==> src/hdl/ctfs_pkg.sv <==
// ----------------------------------------------------------------------------
// Charge termination sequencer package
// Shared widths, reset values, codes and item types for the sequencer.
// ----------------------------------------------------------------------------
`default_nettype none

package ctfs_pkg;

    localparam int VOLT_W     = 13;
    localparam int CUR_W      = 11;
    localparam int DEC_W      = 10;
    localparam int IMEAS_W    = 15;
    localparam int BOOST_W    = 9;
    localparam int FORCE_W    = 10;
    localparam int CFG_IDX_W  = 3;
    localparam int CFG_DATA_W = 13;
    localparam int CMP_W      = 16;

    localparam int FULL_CHECK_TIMES_DEF = 3;
    localparam int FFC_EXIT_TIMES_DEF   = 5;
    localparam int FFC_DELAY_TICKS_DEF  = 3;

    localparam logic [VOLT_W-1:0]  TERM_VOLTAGE_RST     = 13'd4450;
    localparam logic [CUR_W-1:0]   TERM_CURRENT_RST     = 11'd160;
    localparam logic [CUR_W-1:0]   FFC_TERM_CURRENT_RST = 11'd0;
    localparam logic [FORCE_W-1:0] FORCED_ITERM_MA      = 10'd750;
    localparam logic [BOOST_W-1:0] DELAY_BOOST_MV       = 9'd40;

    localparam logic signed [CMP_W-1:0] FULL_DELTA_MV    = 16'sd20;
    localparam logic signed [CMP_W-1:0] CURRENT_FLOOR_MA = -16'sd10;
    localparam logic signed [CMP_W-1:0] DUAL_TOTAL_MA    = 16'sd300;
    localparam logic signed [CMP_W-1:0] DUAL_SINGLE_MA   = 16'sd60;

    typedef enum logic [1:0] {
        OP_TICK        = 2'd0,
        OP_STOP        = 2'd1,
        OP_CHECK_START = 2'd2,
        OP_UNUSED      = 2'd3
    } op_t;

    typedef enum logic [CFG_IDX_W-1:0] {
        CFG_TERM_VOLTAGE     = 3'd0,
        CFG_TERM_CURRENT     = 3'd1,
        CFG_FFC_TERM_CURRENT = 3'd2,
        CFG_FORCE_TERM_EN    = 3'd3,
        CFG_FFC_AFTER_DC     = 3'd4
    } cfg_idx_t;

    typedef struct packed {
        logic [VOLT_W-1:0] term_voltage_mv;
        logic [CUR_W-1:0]  term_current_ma;
        logic [CUR_W-1:0]  ffc_term_current_ma;
        logic              force_term_enable;
        logic              ffc_after_dc_done_only;
    } cfg_t;

    typedef struct packed {
        logic [1:0]                op;
        logic                      battery_present;
        logic                      charger_enabled;
        logic [VOLT_W-1:0]         bat_voltage_mv;
        logic [DEC_W-1:0]          vterm_decrease_mv;
        logic signed [IMEAS_W-1:0] charge_current_ma;
        logic signed [IMEAS_W-1:0] charge_current_avg_ma;
        logic                      aux_gauge_present;
        logic signed [IMEAS_W-1:0] main_gauge_current_ma;
        logic signed [IMEAS_W-1:0] aux_gauge_current_ma;
        logic [BOOST_W-1:0]        ffc_boost_request_mv;
        logic                      dc_charge_done;
    } in_item_t;

    typedef struct packed {
        logic [BOOST_W-1:0] voltage_boost_mv;
        logic               iterm_update_valid;
        logic [CUR_W-1:0]   iterm_update_ma;
        logic               full_detected;
        logic               force_term_valid;
        logic [FORCE_W-1:0] force_term_ma;
    } out_item_t;

endpackage

`default_nettype wire

==> src/hdl/ctfs_if.sv <==
// ----------------------------------------------------------------------------
// Sequencer channel interfaces
// Valid/ready channels for input items and result items.
// ----------------------------------------------------------------------------
`default_nettype none

interface ctfs_in_if;
    import ctfs_pkg::*;

    logic                      valid;
    logic                      ready;
    logic [1:0]                op;
    logic                      battery_present;
    logic                      charger_enabled;
    logic [VOLT_W-1:0]         bat_voltage_mv;
    logic [DEC_W-1:0]          vterm_decrease_mv;
    logic signed [IMEAS_W-1:0] charge_current_ma;
    logic signed [IMEAS_W-1:0] charge_current_avg_ma;
    logic                      aux_gauge_present;
    logic signed [IMEAS_W-1:0] main_gauge_current_ma;
    logic signed [IMEAS_W-1:0] aux_gauge_current_ma;
    logic [BOOST_W-1:0]        ffc_boost_request_mv;
    logic                      dc_charge_done;

    modport source (
        output valid, op, battery_present, charger_enabled, bat_voltage_mv,
               vterm_decrease_mv, charge_current_ma, charge_current_avg_ma,
               aux_gauge_present, main_gauge_current_ma, aux_gauge_current_ma,
               ffc_boost_request_mv, dc_charge_done,
        input  ready
    );

    modport sink (
        input  valid, op, battery_present, charger_enabled, bat_voltage_mv,
               vterm_decrease_mv, charge_current_ma, charge_current_avg_ma,
               aux_gauge_present, main_gauge_current_ma, aux_gauge_current_ma,
               ffc_boost_request_mv, dc_charge_done,
        output ready
    );
endinterface

interface ctfs_out_if;
    import ctfs_pkg::*;

    logic               valid;
    logic               ready;
    logic [BOOST_W-1:0] voltage_boost_mv;
    logic               iterm_update_valid;
    logic [CUR_W-1:0]   iterm_update_ma;
    logic               full_detected;
    logic               force_term_valid;
    logic [FORCE_W-1:0] force_term_ma;

    modport source (
        output valid, voltage_boost_mv, iterm_update_valid, iterm_update_ma,
               full_detected, force_term_valid, force_term_ma,
        input  ready
    );

    modport sink (
        input  valid, voltage_boost_mv, iterm_update_valid, iterm_update_ma,
               full_detected, force_term_valid, force_term_ma,
        output ready
    );
endinterface

`default_nettype wire

==> src/hdl/ctfs_cfg.sv <==
// ----------------------------------------------------------------------------
// Sequencer configuration registers
// Holds the termination thresholds and mode enables written by software.
// ----------------------------------------------------------------------------
`default_nettype none

module ctfs_cfg (
    input  wire logic                           clk,
    input  wire logic                           rst_n,
    input  wire logic                           cfg_we,
    input  wire logic [ctfs_pkg::CFG_IDX_W-1:0]  cfg_index,
    input  wire logic [ctfs_pkg::CFG_DATA_W-1:0] cfg_data,
    output ctfs_pkg::cfg_t                      cfg
);
    import ctfs_pkg::*;

    cfg_t cfg_reg;
    cfg_t cfg_next;

    always_comb
    begin
        cfg_next = cfg_reg;
        if (cfg_we)
        begin
            case (cfg_idx_t'(cfg_index))
                CFG_TERM_VOLTAGE:     cfg_next.term_voltage_mv = cfg_data[VOLT_W-1:0];
                CFG_TERM_CURRENT:     cfg_next.term_current_ma = cfg_data[CUR_W-1:0];
                CFG_FFC_TERM_CURRENT: cfg_next.ffc_term_current_ma = cfg_data[CUR_W-1:0];
                CFG_FORCE_TERM_EN:    cfg_next.force_term_enable = cfg_data[0];
                CFG_FFC_AFTER_DC:     cfg_next.ffc_after_dc_done_only = cfg_data[0];
                default:              cfg_next = cfg_reg;
            endcase
        end
    end

    always_ff @(posedge clk or negedge rst_n)
    begin
        if (!rst_n)
        begin
            cfg_reg.term_voltage_mv        <= TERM_VOLTAGE_RST;
            cfg_reg.term_current_ma        <= TERM_CURRENT_RST;
            cfg_reg.ffc_term_current_ma    <= FFC_TERM_CURRENT_RST;
            cfg_reg.force_term_enable      <= 1'b0;
            cfg_reg.ffc_after_dc_done_only <= 1'b0;
        end
        else
        begin
            cfg_reg <= cfg_next;
        end
    end

    assign cfg = cfg_reg;

endmodule

`default_nettype wire

==> src/hdl/ctfs_core.sv <==
// ----------------------------------------------------------------------------
// Sequencer step logic
// Holds the boost and full-check state and computes one result per item.
// ----------------------------------------------------------------------------
`default_nettype none

module ctfs_core #(
    parameter int FULL_CHECK_TIMES = ctfs_pkg::FULL_CHECK_TIMES_DEF,
    parameter int FFC_EXIT_TIMES   = ctfs_pkg::FFC_EXIT_TIMES_DEF,
    parameter int FFC_DELAY_TICKS  = ctfs_pkg::FFC_DELAY_TICKS_DEF
) (
    input  wire logic                clk,
    input  wire logic                rst_n,
    input  wire logic                step_en,
    input  wire ctfs_pkg::cfg_t      cfg,
    input  wire ctfs_pkg::in_item_t  item,
    output ctfs_pkg::out_item_t      result
);
    import ctfs_pkg::*;

    localparam int FW = $clog2(FULL_CHECK_TIMES + 1);
    localparam int EW = $clog2(FFC_EXIT_TIMES + 1);
    localparam int DW = 2;

    logic               seen_reg, seen_next;
    logic               started_reg, started_next;
    logic               ended_reg, ended_next;
    logic [DW-1:0]      delay_reg, delay_next;
    logic [EW-1:0]      exit_reg, exit_next;
    logic [BOOST_W-1:0] last_reg, last_next;
    logic [FW-1:0]      full_reg, full_next;

    logic                     gate_open;
    logic                     in_delay;
    logic [BOOST_W-1:0]       req_eff;
    logic [EW-1:0]            exit_inc;
    logic [FW:0]              full_inc;
    logic                     full_hit;
    logic                     ended_tick;
    logic signed [CMP_W-1:0]  thr;
    logic signed [CMP_W-1:0]  vbat;
    logic signed [CMP_W-1:0]  ichg;
    logic signed [CMP_W-1:0]  iavg;
    logic signed [CMP_W-1:0]  imain;
    logic signed [CMP_W-1:0]  iaux;
    logic signed [CMP_W-1:0]  ith;
    logic                     check_run;
    logic                     allow;
    logic                     dual;
    logic                     qual;
    logic [BOOST_W-1:0]       boost;
    logic                     iv;
    logic [CUR_W-1:0]         ima;
    logic                     full;

    assign gate_open = !cfg.ffc_after_dc_done_only || item.dc_charge_done;
    assign in_delay  = cfg.ffc_after_dc_done_only && (delay_reg < DW'(FFC_DELAY_TICKS));
    assign req_eff   = in_delay ? DELAY_BOOST_MV : item.ffc_boost_request_mv;
    assign exit_inc  = exit_reg + 1'b1;
    assign full_inc  = {1'b0, full_reg} + 1'b1;
    assign full_hit  = full_inc >= (FW + 1)'(FULL_CHECK_TIMES);

    assign thr   = signed'({3'b000, cfg.term_voltage_mv})
                 - signed'({6'b000000, item.vterm_decrease_mv}) - FULL_DELTA_MV;
    assign vbat  = signed'({3'b000, item.bat_voltage_mv});
    assign ichg  = CMP_W'(item.charge_current_ma);
    assign iavg  = CMP_W'(item.charge_current_avg_ma);
    assign imain = CMP_W'(item.main_gauge_current_ma);
    assign iaux  = CMP_W'(item.aux_gauge_current_ma);

    always_comb
    begin
        seen_next    = seen_reg;
        started_next = started_reg;
        ended_next   = ended_reg;
        delay_next   = delay_reg;
        exit_next    = exit_reg;
        last_next    = last_reg;
        boost        = '0;
        iv           = 1'b0;
        ima          = '0;
        if (op_t'(item.op) == OP_TICK && seen_reg && gate_open)
        begin
            if (in_delay)
            begin
                delay_next = delay_reg + 1'b1;
            end
            if (ended_reg)
            begin
                last_next = '0;
                iv        = 1'b1;
                ima       = cfg.ffc_term_current_ma;
            end
            else if (req_eff != '0)
            begin
                exit_next    = '0;
                last_next    = req_eff;
                started_next = 1'b1;
                boost        = req_eff;
            end
            else if (started_reg)
            begin
                if (exit_inc < EW'(FFC_EXIT_TIMES))
                begin
                    exit_next = exit_inc;
                    boost     = last_reg;
                end
                else
                begin
                    ended_next = 1'b1;
                    exit_next  = '0;
                end
            end
        end
        case (op_t'(item.op))
            OP_STOP:
            begin
                started_next = 1'b0;
                ended_next   = 1'b0;
                seen_next    = 1'b0;
                delay_next   = '0;
                iv           = 1'b1;
                ima          = cfg.term_current_ma;
            end
            OP_CHECK_START:
            begin
                seen_next = 1'b1;
            end
            default:
            begin
            end
        endcase
    end

    // The full check sees the FFC end flag as updated by this same tick.
    assign ended_tick = (op_t'(item.op) == OP_TICK) ? ended_next : ended_reg;
    assign ith   = signed'({5'b00000, ended_tick ? cfg.ffc_term_current_ma
                                                 : cfg.term_current_ma});
    assign check_run = (op_t'(item.op) == OP_TICK) && cfg.force_term_enable
                     && item.battery_present && !(vbat < thr) && item.charger_enabled;
    assign allow = (ichg > CURRENT_FLOOR_MA) && (iavg > CURRENT_FLOOR_MA);
    assign dual  = item.aux_gauge_present && (ichg <= DUAL_TOTAL_MA)
                 && ((imain < DUAL_SINGLE_MA) || (iaux < DUAL_SINGLE_MA));
    assign qual  = allow && (((ichg < ith) && (iavg < ith)) || dual);
    assign full  = check_run && qual && full_hit;

    always_comb
    begin
        full_next = full_reg;
        if (check_run)
        begin
            if (!qual)
            begin
                full_next = '0;
            end
            else if (full_hit)
            begin
                full_next = FW'(FULL_CHECK_TIMES);
            end
            else
            begin
                full_next = full_inc[FW-1:0];
            end
        end
    end

    always_comb
    begin
        result.voltage_boost_mv   = boost;
        result.iterm_update_valid = iv;
        result.iterm_update_ma    = ima;
        result.full_detected      = full;
        result.force_term_valid   = (op_t'(item.op) == OP_TICK) && cfg.force_term_enable;
        result.force_term_ma      = full ? FORCED_ITERM_MA : '0;
    end

    always_ff @(posedge clk or negedge rst_n)
    begin
        if (!rst_n)
        begin
            seen_reg    <= 1'b0;
            started_reg <= 1'b0;
            ended_reg   <= 1'b0;
            delay_reg   <= '0;
            exit_reg    <= '0;
            last_reg    <= '0;
            full_reg    <= '0;
        end
        else if (step_en)
        begin
            seen_reg    <= seen_next;
            started_reg <= started_next;
            ended_reg   <= ended_next;
            delay_reg   <= delay_next;
            exit_reg    <= exit_next;
            last_reg    <= last_next;
            full_reg    <= full_next;
        end
    end

    a_stop_clears: assert property (@(posedge clk) disable iff (!rst_n)
        step_en && op_t'(item.op) == OP_STOP |=> !started_reg && !ended_reg && !seen_reg)
        else $error("stop item did not clear the FFC flags");

    a_ended_needs_started: assert property (@(posedge clk) disable iff (!rst_n)
        ended_reg |-> started_reg)
        else $error("FFC ended without having started");

    a_full_count_bound: assert property (@(posedge clk) disable iff (!rst_n)
        full_reg <= FW'(FULL_CHECK_TIMES))
        else $error("full count above its saturation value");

    a_exit_count_bound: assert property (@(posedge clk) disable iff (!rst_n)
        exit_reg < EW'(FFC_EXIT_TIMES))
        else $error("exit count reached its limit without ending FFC");

    a_boost_needs_adapter: assert property (@(posedge clk) disable iff (!rst_n)
        step_en && result.voltage_boost_mv != '0 |-> seen_reg)
        else $error("boost granted before the adapter check started");

endmodule

`default_nettype wire

==> src/hdl/charge_termination_ffc_sequencer.sv <==
// ----------------------------------------------------------------------------
// Charge termination and FFC boost sequencer
// Top level: configuration registers, input register, step logic and result register.
// ----------------------------------------------------------------------------
// Items arrive on in_ch, one per monitor event (tick, charging stop or
// direct-charge check start), and every item yields exactly one result item
// on out_ch. Both channels use valid/ready; an item moves on an edge where
// both are high.
// An accepted item sits in the input register, where the step logic works
// on it; the result is then registered in the result register, which drives
// out_ch.valid. One item is accepted per cycle while out_ch does not stall;
// the step logic between the two registers is combinational.
// When out_ch stalls, the result register holds its item and the input
// register still takes one more item; in_ch.ready drops only when both are
// full.
// The configuration port writes one register per edge with cfg_we high and
// is meant to be used only while no items are in flight.
// Reset clears all sequencing state and loads the register defaults; there
// is no clearing pass, and items are accepted as soon as reset is released.
// ----------------------------------------------------------------------------
`default_nettype none

module charge_termination_ffc_sequencer #(
    parameter int FULL_CHECK_TIMES = ctfs_pkg::FULL_CHECK_TIMES_DEF,
    parameter int FFC_EXIT_TIMES   = ctfs_pkg::FFC_EXIT_TIMES_DEF,
    parameter int FFC_DELAY_TICKS  = ctfs_pkg::FFC_DELAY_TICKS_DEF
) (
    input  wire logic                            clk,
    input  wire logic                            rst_n,
    input  wire logic                            cfg_we,
    input  wire logic [ctfs_pkg::CFG_IDX_W-1:0]  cfg_index,
    input  wire logic [ctfs_pkg::CFG_DATA_W-1:0] cfg_data,
    ctfs_in_if.sink                              in_ch,
    ctfs_out_if.source                           out_ch
);
    import ctfs_pkg::*;

    cfg_t      cfg;
    in_item_t  in_item_reg;
    logic      in_valid_reg;
    out_item_t step_result;
    out_item_t out_item_reg;
    logic      out_valid_reg;
    logic      advance;
    logic      accept;

    assign advance     = in_valid_reg && (!out_valid_reg || out_ch.ready);
    assign in_ch.ready = !in_valid_reg || advance;
    assign accept      = in_ch.valid && in_ch.ready;

    always_ff @(posedge clk or negedge rst_n)
    begin
        if (!rst_n)
        begin
            in_valid_reg  <= 1'b0;
            out_valid_reg <= 1'b0;
        end
        else
        begin
            if (accept)
            begin
                in_valid_reg <= 1'b1;
            end
            else if (advance)
            begin
                in_valid_reg <= 1'b0;
            end
            if (advance)
            begin
                out_valid_reg <= 1'b1;
            end
            else if (out_ch.ready)
            begin
                out_valid_reg <= 1'b0;
            end
        end
    end

    always_ff @(posedge clk)
    begin
        if (accept)
        begin
            in_item_reg.op                    <= in_ch.op;
            in_item_reg.battery_present       <= in_ch.battery_present;
            in_item_reg.charger_enabled       <= in_ch.charger_enabled;
            in_item_reg.bat_voltage_mv        <= in_ch.bat_voltage_mv;
            in_item_reg.vterm_decrease_mv     <= in_ch.vterm_decrease_mv;
            in_item_reg.charge_current_ma     <= in_ch.charge_current_ma;
            in_item_reg.charge_current_avg_ma <= in_ch.charge_current_avg_ma;
            in_item_reg.aux_gauge_present     <= in_ch.aux_gauge_present;
            in_item_reg.main_gauge_current_ma <= in_ch.main_gauge_current_ma;
            in_item_reg.aux_gauge_current_ma  <= in_ch.aux_gauge_current_ma;
            in_item_reg.ffc_boost_request_mv  <= in_ch.ffc_boost_request_mv;
            in_item_reg.dc_charge_done        <= in_ch.dc_charge_done;
        end
        if (advance)
        begin
            out_item_reg <= step_result;
        end
    end

    ctfs_cfg u_cfg (
        .clk       (clk),
        .rst_n     (rst_n),
        .cfg_we    (cfg_we),
        .cfg_index (cfg_index),
        .cfg_data  (cfg_data),
        .cfg       (cfg)
    );

    ctfs_core #(
        .FULL_CHECK_TIMES (FULL_CHECK_TIMES),
        .FFC_EXIT_TIMES   (FFC_EXIT_TIMES),
        .FFC_DELAY_TICKS  (FFC_DELAY_TICKS)
    ) u_core (
        .clk     (clk),
        .rst_n   (rst_n),
        .step_en (advance),
        .cfg     (cfg),
        .item    (in_item_reg),
        .result  (step_result)
    );

    assign out_ch.valid              = out_valid_reg;
    assign out_ch.voltage_boost_mv   = out_item_reg.voltage_boost_mv;
    assign out_ch.iterm_update_valid = out_item_reg.iterm_update_valid;
    assign out_ch.iterm_update_ma    = out_item_reg.iterm_update_ma;
    assign out_ch.full_detected      = out_item_reg.full_detected;
    assign out_ch.force_term_valid   = out_item_reg.force_term_valid;
    assign out_ch.force_term_ma      = out_item_reg.force_term_ma;

endmodule

`default_nettype wire
==> src/flat_wrapper.sv <==
// flat-port wrapper written by rule: the top's interface ports become plain ports
module charge_termination_ffc_sequencer_flat import ctfs_pkg::*;
#(
    parameter int FULL_CHECK_TIMES = ctfs_pkg::FULL_CHECK_TIMES_DEF,
    parameter int FFC_EXIT_TIMES   = ctfs_pkg::FFC_EXIT_TIMES_DEF,
    parameter int FFC_DELAY_TICKS  = ctfs_pkg::FFC_DELAY_TICKS_DEF
)
  (clk, rst_n, cfg_we, cfg_index, cfg_data, in_ch_valid, in_ch_op, in_ch_battery_present, in_ch_charger_enabled, in_ch_bat_voltage_mv, in_ch_vterm_decrease_mv, in_ch_charge_current_ma, in_ch_charge_current_avg_ma, in_ch_aux_gauge_present, in_ch_main_gauge_current_ma, in_ch_aux_gauge_current_ma, in_ch_ffc_boost_request_mv, in_ch_dc_charge_done, in_ch_ready, out_ch_valid, out_ch_voltage_boost_mv, out_ch_iterm_update_valid, out_ch_iterm_update_ma, out_ch_full_detected, out_ch_force_term_valid, out_ch_force_term_ma, out_ch_ready);
  ctfs_in_if in_ch_i ();
  ctfs_out_if out_ch_i ();
  input  wire logic clk;
  input  wire logic rst_n;
  input  wire logic cfg_we;
  input  wire logic [ctfs_pkg::CFG_IDX_W-1:0] cfg_index;
  input  wire logic [ctfs_pkg::CFG_DATA_W-1:0] cfg_data;
  input wire logic [$bits(in_ch_i.valid)-1:0] in_ch_valid;
  input wire logic [$bits(in_ch_i.op)-1:0] in_ch_op;
  input wire logic [$bits(in_ch_i.battery_present)-1:0] in_ch_battery_present;
  input wire logic [$bits(in_ch_i.charger_enabled)-1:0] in_ch_charger_enabled;
  input wire logic [$bits(in_ch_i.bat_voltage_mv)-1:0] in_ch_bat_voltage_mv;
  input wire logic [$bits(in_ch_i.vterm_decrease_mv)-1:0] in_ch_vterm_decrease_mv;
  input wire logic [$bits(in_ch_i.charge_current_ma)-1:0] in_ch_charge_current_ma;
  input wire logic [$bits(in_ch_i.charge_current_avg_ma)-1:0] in_ch_charge_current_avg_ma;
  input wire logic [$bits(in_ch_i.aux_gauge_present)-1:0] in_ch_aux_gauge_present;
  input wire logic [$bits(in_ch_i.main_gauge_current_ma)-1:0] in_ch_main_gauge_current_ma;
  input wire logic [$bits(in_ch_i.aux_gauge_current_ma)-1:0] in_ch_aux_gauge_current_ma;
  input wire logic [$bits(in_ch_i.ffc_boost_request_mv)-1:0] in_ch_ffc_boost_request_mv;
  input wire logic [$bits(in_ch_i.dc_charge_done)-1:0] in_ch_dc_charge_done;
  output wire logic [$bits(in_ch_i.ready)-1:0] in_ch_ready;
  output wire logic [$bits(out_ch_i.valid)-1:0] out_ch_valid;
  output wire logic [$bits(out_ch_i.voltage_boost_mv)-1:0] out_ch_voltage_boost_mv;
  output wire logic [$bits(out_ch_i.iterm_update_valid)-1:0] out_ch_iterm_update_valid;
  output wire logic [$bits(out_ch_i.iterm_update_ma)-1:0] out_ch_iterm_update_ma;
  output wire logic [$bits(out_ch_i.full_detected)-1:0] out_ch_full_detected;
  output wire logic [$bits(out_ch_i.force_term_valid)-1:0] out_ch_force_term_valid;
  output wire logic [$bits(out_ch_i.force_term_ma)-1:0] out_ch_force_term_ma;
  input wire logic [$bits(out_ch_i.ready)-1:0] out_ch_ready;
  assign in_ch_i.valid = in_ch_valid;
  assign in_ch_i.op = in_ch_op;
  assign in_ch_i.battery_present = in_ch_battery_present;
  assign in_ch_i.charger_enabled = in_ch_charger_enabled;
  assign in_ch_i.bat_voltage_mv = in_ch_bat_voltage_mv;
  assign in_ch_i.vterm_decrease_mv = in_ch_vterm_decrease_mv;
  assign in_ch_i.charge_current_ma = in_ch_charge_current_ma;
  assign in_ch_i.charge_current_avg_ma = in_ch_charge_current_avg_ma;
  assign in_ch_i.aux_gauge_present = in_ch_aux_gauge_present;
  assign in_ch_i.main_gauge_current_ma = in_ch_main_gauge_current_ma;
  assign in_ch_i.aux_gauge_current_ma = in_ch_aux_gauge_current_ma;
  assign in_ch_i.ffc_boost_request_mv = in_ch_ffc_boost_request_mv;
  assign in_ch_i.dc_charge_done = in_ch_dc_charge_done;
  assign in_ch_ready = in_ch_i.ready;
  assign out_ch_valid = out_ch_i.valid;
  assign out_ch_voltage_boost_mv = out_ch_i.voltage_boost_mv;
  assign out_ch_iterm_update_valid = out_ch_i.iterm_update_valid;
  assign out_ch_iterm_update_ma = out_ch_i.iterm_update_ma;
  assign out_ch_full_detected = out_ch_i.full_detected;
  assign out_ch_force_term_valid = out_ch_i.force_term_valid;
  assign out_ch_force_term_ma = out_ch_i.force_term_ma;
  assign out_ch_i.ready = out_ch_ready;
  charge_termination_ffc_sequencer #(.FULL_CHECK_TIMES(FULL_CHECK_TIMES), .FFC_EXIT_TIMES(FFC_EXIT_TIMES), .FFC_DELAY_TICKS(FFC_DELAY_TICKS)) u_core (.clk(clk), .rst_n(rst_n), .cfg_we(cfg_we), .cfg_index(cfg_index), .cfg_data(cfg_data), .in_ch(in_ch_i), .out_ch(out_ch_i));
endmodule
==> config.mk <==
export PLATFORM = sky130hd
export DESIGN_NAME = charge_termination_ffc_sequencer_flat
export DESIGN_NICKNAME = d
export VERILOG_FILES = /design/src/hdl/ctfs_pkg.sv /design/src/hdl/ctfs_if.sv /design/src/hdl/ctfs_cfg.sv /design/src/hdl/ctfs_core.sv /design/src/hdl/charge_termination_ffc_sequencer.sv /design/src/flat_wrapper.sv
export SDC_FILE = /design/constraint.sdc
export NUM_CORES = 1
export LEC_CHECK = 0
export ABC_CLOCK_PERIOD_IN_PS = 7600
export BUFFER_PORTS_ARGS = -buffer_cell sky130_fd_sc_hd__clkbuf_2
export CORE_MARGIN = 2
export CORE_UTILIZATION = 55
export CTS_BUF_LIST = sky130_fd_sc_hd__clkbuf_4 sky130_fd_sc_hd__clkbuf_8
export DETAILED_ROUTE_END_ITERATION = 10
export PLACE_DENSITY_LB_ADDON = 0.05
export SETUP_SLACK_MARGIN = 0.15
export SLEW_MARGIN = 20
export SYNTH_ARGS = -nofsm -noshare
export SYNTH_HDL_FRONTEND = slang
export SYNTH_SLANG_ARGS = --single-unit
==> constraint.sdc <==
create_clock -name clk -period 7.6 [get_ports clk]
set_input_delay 0.76 -clock clk [delete_from_list [all_inputs] [get_ports clk]]
set_output_delay 0.76 -clock clk [all_outputs]
set_load 0.005 [all_outputs]
### After elaboration in Yosys (flattened, before gate mapping)

Cells that the tools add are included.
W data, S select, Z words.

* $add $sub $neg: 5
* magnitude comparators: 11
* eq/ne operators: 7
* multiplexer cells: 37
* bitwise operators: 2
* reductions and logical operators: 48

Operators by type and width (count)
* $mux W9: 6
* $mux W11: 4
* $gt A15 B5 Y1 const B: 2
* $lt A15 B12 Y1: 2
* $lt A15 B7 Y1 const B: 2
* $mux W1: 17
* $logic_and A1 B1 Y1: 16
* $reduce_bool A2 Y1: 8
* $le A15 B10 Y1 const B: 1
* $lt A14 B15 Y1: 1
* $sub A14 B6 Y15 const B: 1
* $reduce_and A2 Y1: 7
* $sub A13 B10 Y14: 1
* $mux W10: 1
* $mux W2: 5
* $mux W3: 3
* $reduce_bool A9 Y1: 1
* $reduce_and A4 Y1: 2
* $eq A3 B2 Y1 const B: 2
* $reduce_and A3 Y1: 2
* $logic_or A1 B1 Y1: 5
* $logic_not A1 Y1: 4
* $add A2 B1 Y3 const B: 1
* $add A3 B1 Y3 const B: 1
* 14 further kinds: 15

* register bits: 189
* input bits: 119
* output and inout port bits: 35
* word-level logic and storage cells: 142

### Logic depth before layout (Yosys ltp)

* word-level depth: 17
* mapped depth: 18

### Modules after synthesis

Synthesis repeated with hierarchy kept, for this count alone.

* cells, all modules: 616
* area total of the unflattened synthesis: 8578.2 µm²

By module, submodules not included
* charge_termination_ffc_sequencer: times used 1, cells an instance 139, area each 4037.6 µm²
* ctfs_core: times used 1, cells an instance 395, area each 3085.5 µm²
* ctfs_cfg: times used 1, cells an instance 82, area each 1455.1 µm²

### Worst setup path after synthesis

OpenSTA, ideal clock, no wires.

* path kind: register -> register
* start point: register u_core.u_cfg.cfg_reg (netlist bit u_core.u_cfg.cfg[25])
* end point: register u_core.u_core.full_reg[0]
* arrival time: 3.828 ns
* path slack: 3.669 ns
* cell stages (with the launch flop): 18
* path buffers: 0
* clock period less this slack: 3.931 ns
* path through: dfstp_2 inv_1 fa_1 nand2b_1 a21oi_1 xnor2_1 a211o_1 a311o_1 and2_1 ha_1 a21o_1 a21oi_1 a21boi_0 o21ai_0 a211o_1 o211ai_1 nand2_1 o41ai_2

* longest elaborated chain between the ends: 7

Ends and longest elaborated chain
* start, declared: line ctfs_cfg.sv:17 `cfg_t cfg_reg;`
* start signal, assigned: line ctfs_cfg.sv:48 `cfg_reg <= cfg_next;`
* $sub A13 B10 Y14: line ctfs_core.sv:64 `- signed'({6'b000000, item.vterm_decrease_mv}) - FULL_DELTA_MV;`
* $sub A14 B6 Y15: line ctfs_core.sv:64
* $lt A14 B15 Y1: line ctfs_core.sv:140 `&& item.battery_present && !(vbat < thr) && item.charger_enabled;`
* $logic_not A1 Y1: line ctfs_core.sv:140
* $logic_and A1 B1 Y1 (2 in series): line ctfs_core.sv:140
* $reduce_and A2 Y1 (no source line)
* end signal, assigned: line ctfs_core.sv:197 `full_reg <= full_next;`
* end, declared: line ctfs_core.sv:31 `logic [FW-1:0] full_reg, full_next;`

No other way between the ends.
A chain may end at the register's enable or synchronous reset.

==> impl_metrics.py <==
metrics = {
    "placed_design": {
        "gp_congestion": 0.881,
        "io_buffers": 146,
        "placedCellCount": 977,
        "dpl-instance-area_um2": 9390,
        "dpl.hpwl_um": 13000,
    },
    "sta": {
        "drv_slew": 0,
        "fmaxAchievable_mhz": 212,
        "fin_crit_sh": 0.622,
        "setup_violations": 0,
        "rsz0062_at_grt": "no",
        "hold_viol": 0,
        "fin_tns_setup_ns": 0,
        "final.min_clock_period_ns": 4.73,
        "tightestPinTransition_ns": 0.867,
        "slew_headroom": 0.422,
        "skew_ns": 0.0139,
    },
    "worst_setup_path": {
        "arrival_ns": 4.97,
        "crit_chain": "inv_1 -> fa_1 -> nand2b_1 -> a2111oi_0 -> a311oi_2 -> o211a_1 -> o21ai_1 -> xor2_1 -> ha_1 -> o2111ai_1 -> a21boi_0 -> o21ai_0 -> a211o_1 -> o211ai_1 -> nand2_1 -> nor3_1",
        "critPathLaunch": "u_core.u_cfg.cfg[25]$_DFFE_PN1P_",
        "path_delay_family": "compound AO/OA/AOI/OAI gates",
        "slowest_stage": "dfstp_2",
        "r2r_start": "u_core.u_cfg.cfg[25]$_DFFE_PN1P_",
        "reg2reg_to": "u_core.out_ch.force_term_ma[7]$_DFFE_PP_",
        "ff2ff_setup_slack_ns": 2.87,
        "r2r_cells": 16,
        "cp.required_ns": 7.84,
        "cp-start-kind": "flop",
        "endpoint": "u_core.out_ch.force_term_ma[7]$_DFFE_PP_",
        "max_stage_delay_ns": 0.55,
        "worstPathMaxFanout": 5,
        "setup.worst_path.class": "reg2reg",
        "worst-path-buf-inv": 1,
        "cp.depth": 16,
        "cp-end-kind": "flop",
    },
    "run_status": {
        "status": "finished clean",
    },
    "clock_tree": {
        "cts_tree": "done",
        "clk_latency_ns": 0.47,
        "ctsHtreeMaxLevel": 4,
        "cts_resized": 0,
        "hold_buffers": 0,
        "cts_made_buffers": 17,
        "clockBufferDepth": 2,
        "cts.sinks": 175,
        "clock-root-buffer": "clkbuf_8",
        "cts_setup_buffers": 0,
        "clkTransAtPathRegs_ns": 0.10,
    },
    "logic_synthesis": {
        "synth_async_sr_flop_share": 0.331,
        "avgSynthCellArea_um2": 12.9,
        "ys_top_cells_by_area": "edfxtp_1 41%, dfrtp_1 15%, ha_1 5.3%",
        "syn_area_um2": 8490,
        "syn_inst": 659,
        "yosys_warnings": 0,
        "synth-seq-cells": 175,
        "synthDistinctLibCells": 85,
        "yosysTopAreaCell": "edfxtp_1",
        "synth_ff_type": "edfxtp_1",
        "synth_top_area_share": 0.414,
        "ys_seq_area_frac": 0.586,
        "synth-edff-count": 117,
    },
    "die": {
        "die_x_um": 128,
        "core_area_um2": 15100,
        "std_cell_rows": 45,
        "io_pins": 154,
        "start_util": 0.561,
        "die_h_um": 128,
        "die_area_um2": 16400,
    },
    "grt": {
        "grt_pass1_vias": 5875,
        "grt_overflow": 0,
        "antenna_found_initial": 0,
        "track_usage": 0.228,
        "grt_first_pass_wirelength_um": 28800,
        "grt_start_max_net_pins": 67,
    },
    "cells_and_area": {
        "seq_area_um2": 4970,
        "design_area_um2": 9780,
        "drive_gt1_frac": 0.308,
        "instances_no_fill": 1009,
        "fillCellCount": 1148,
        "nets": 964,
        "multi_input_area_um2": 3320,
        "post-route-util": 0.646,
        "num_antenna_cells": 0,
        "area_growth_pct": 15.2,
        "largest_reg_flops": 94,
    },
    "drt": {
        "drc_errors": 0,
        "wl_per_cell_um": 17.7,
        "drtIter0Drc": 417,
        "dr.pass1.iters": 5,
        "num_vias": 5892,
        "wl_um": 17900,
        "ant_nets": 0,
        "vias_per_cell": 5.84,
    },
    "pwr": {
        "p_total_mw": 2.48,
        "ir_drop_v": 0.000180,
        "total_leakage_power_nw": 4.08,
        "power-per-cell-area_nw_per_um2": 253,
    },
    "job": {
        "drv_cap": 0,
    },
    "hold_path": {
        "hp-class": "in2async",
    },
}
==> logic make-up (layout without fill, tap and decap cells) <==
group	count (synthesis)	in the layout	synth area share
multiplexers	39	39	0.0508
XOR/XNOR	19	19	0.0196
AO/OA/AOI/OAI	160	160	0.145
adder cells (fa/ha/maj)	39	39	0.0581
AND/OR/NAND/NOR	177	177	0.113
buffers and inverters	49	209	0.0273
flip-flops	175	175	0.586
other	1	3	0.000442
==> report_power, final <==
group          switching, mW  internal, mW
Sequential            0.0776          1.15
Clock                  0.366         0.276
Combinational          0.334         0.279
Total                  0.777          1.70
==> per-layer routing <==
| layer | track usage | vias up | share of wire |
|---|---|---|---|
| met5 | 0 | - | 0 |
| met4 | 0.0821 | 0 | 0.016 |
| met3 | 0.0530 | 21 | 0.054 |
| met2 | 0.353 | 196 | 0.46 |
| met1 | 0.318 | 2850 | 0.47 |
| li1 | - | 2825 | - |
==> stage by stage <==
step	hold slack, ns	setup WS [ns]
finish	0.447	2.87
global placement	0.464	3.07
CTS	0.420	2.89
floorplan	0.450	3.67
global route	0.420	2.52
detailed placement	0.470	2.96
==> cell type report <==
| cell class | instances | area share |
|---|---|---|
| timing repair buffer | 152 | 0.0793 |
| inverter | 25 | 0.00959 |
| sequential | 175 | 0.508 |
| clock buffer | 18 | 0.0247 |
| multi-input combinational | 437 | 0.339 |
| tap | 188 | 0.0240 |
| clock inverter | 14 | 0.0152 |
==> placed cells by master, fill, tap and decap left out, types with 4 or more instances in the layout <==
cell / instances
a22o_1: 17
nand2b_1: 9
edfxtp_1: 117
xor2_1: 9
o21ai_1: 4
ha_1: 36
nor3_1: 13
o41ai_1: 5
nor4_1: 5
o21a_1: 7
inv_1: 24
a22oi_1: 12
a31oi_1: 7
a21o_1: 5
o211a_1: 4
buf_4: 6
o211ai_1: 5
a211oi_1: 4
o21ai_0: 33
xnor2_1: 10
nor2b_1: 5
mux2i_1: 6
or3_1: 6
dfrtp_1: 51
and2_1: 5
nor2_1: 40
nand3_1: 7
mux2_2: 33
clkbuf_8: 17
clkbuf_2: 146
inv_8: 5
nand4_1: 7
a21oi_1: 15
dfstp_2: 7
nand2_1: 50
==> cells in the mapped netlist (all sizes together), types with 8 or more instances <==
library cell / count
a21oi: 15
inv: 25
a22oi: 12
xor2: 9
xnor2: 10
a22o: 17
edfxtp: 117
ha: 36
a31oi: 9
nand2b: 9
o41ai: 8
nor3: 15
nand2: 50
nor2: 40
dfrtp: 51
clkbuf: 11
o21ai: 38
buf: 13
mux2: 33
==> how the worst min path moves through the flow <==
stage                                           from                                    end  slack [ns]
6_report                                       rst_n  u_core.u_core.last_reg[5]$_DFFE_PN0P_        0.45
5_1_grt                   in_ch_vterm_decrease_mv[2]       u_core.in_item_reg[73]$_DFFE_PP_        0.42
4_1_cts                      in_ch_bat_voltage_mv[5]       u_core.in_item_reg[86]$_DFFE_PP_        0.42
3_5_place_dp   u_core.u_core.last_reg[5]$_DFFE_PN0P_  u_core.u_core.last_reg[5]$_DFFE_PN0P_        0.47
3_3_place_gp   u_core.u_core.last_reg[5]$_DFFE_PN0P_  u_core.u_core.last_reg[5]$_DFFE_PN0P_        0.46
2_1_floorplan  u_core.u_core.last_reg[3]$_DFFE_PN0P_  u_core.u_core.last_reg[3]$_DFFE_PN0P_        0.45
==> worst reg2reg max path, delay by kind of cell (launching register included) <==
kind                     cells  cell delay (ns)
AO/OA/AOI/OAI                9             2.27
adder cells (fa/ha/maj)      2             0.82
AND/OR/NAND/NOR              3             0.68
flip-flops                   1             0.55
XOR/XNOR                     1             0.13
buffers and inverters        1             0.07
Power figures use the tool's default switching activity.
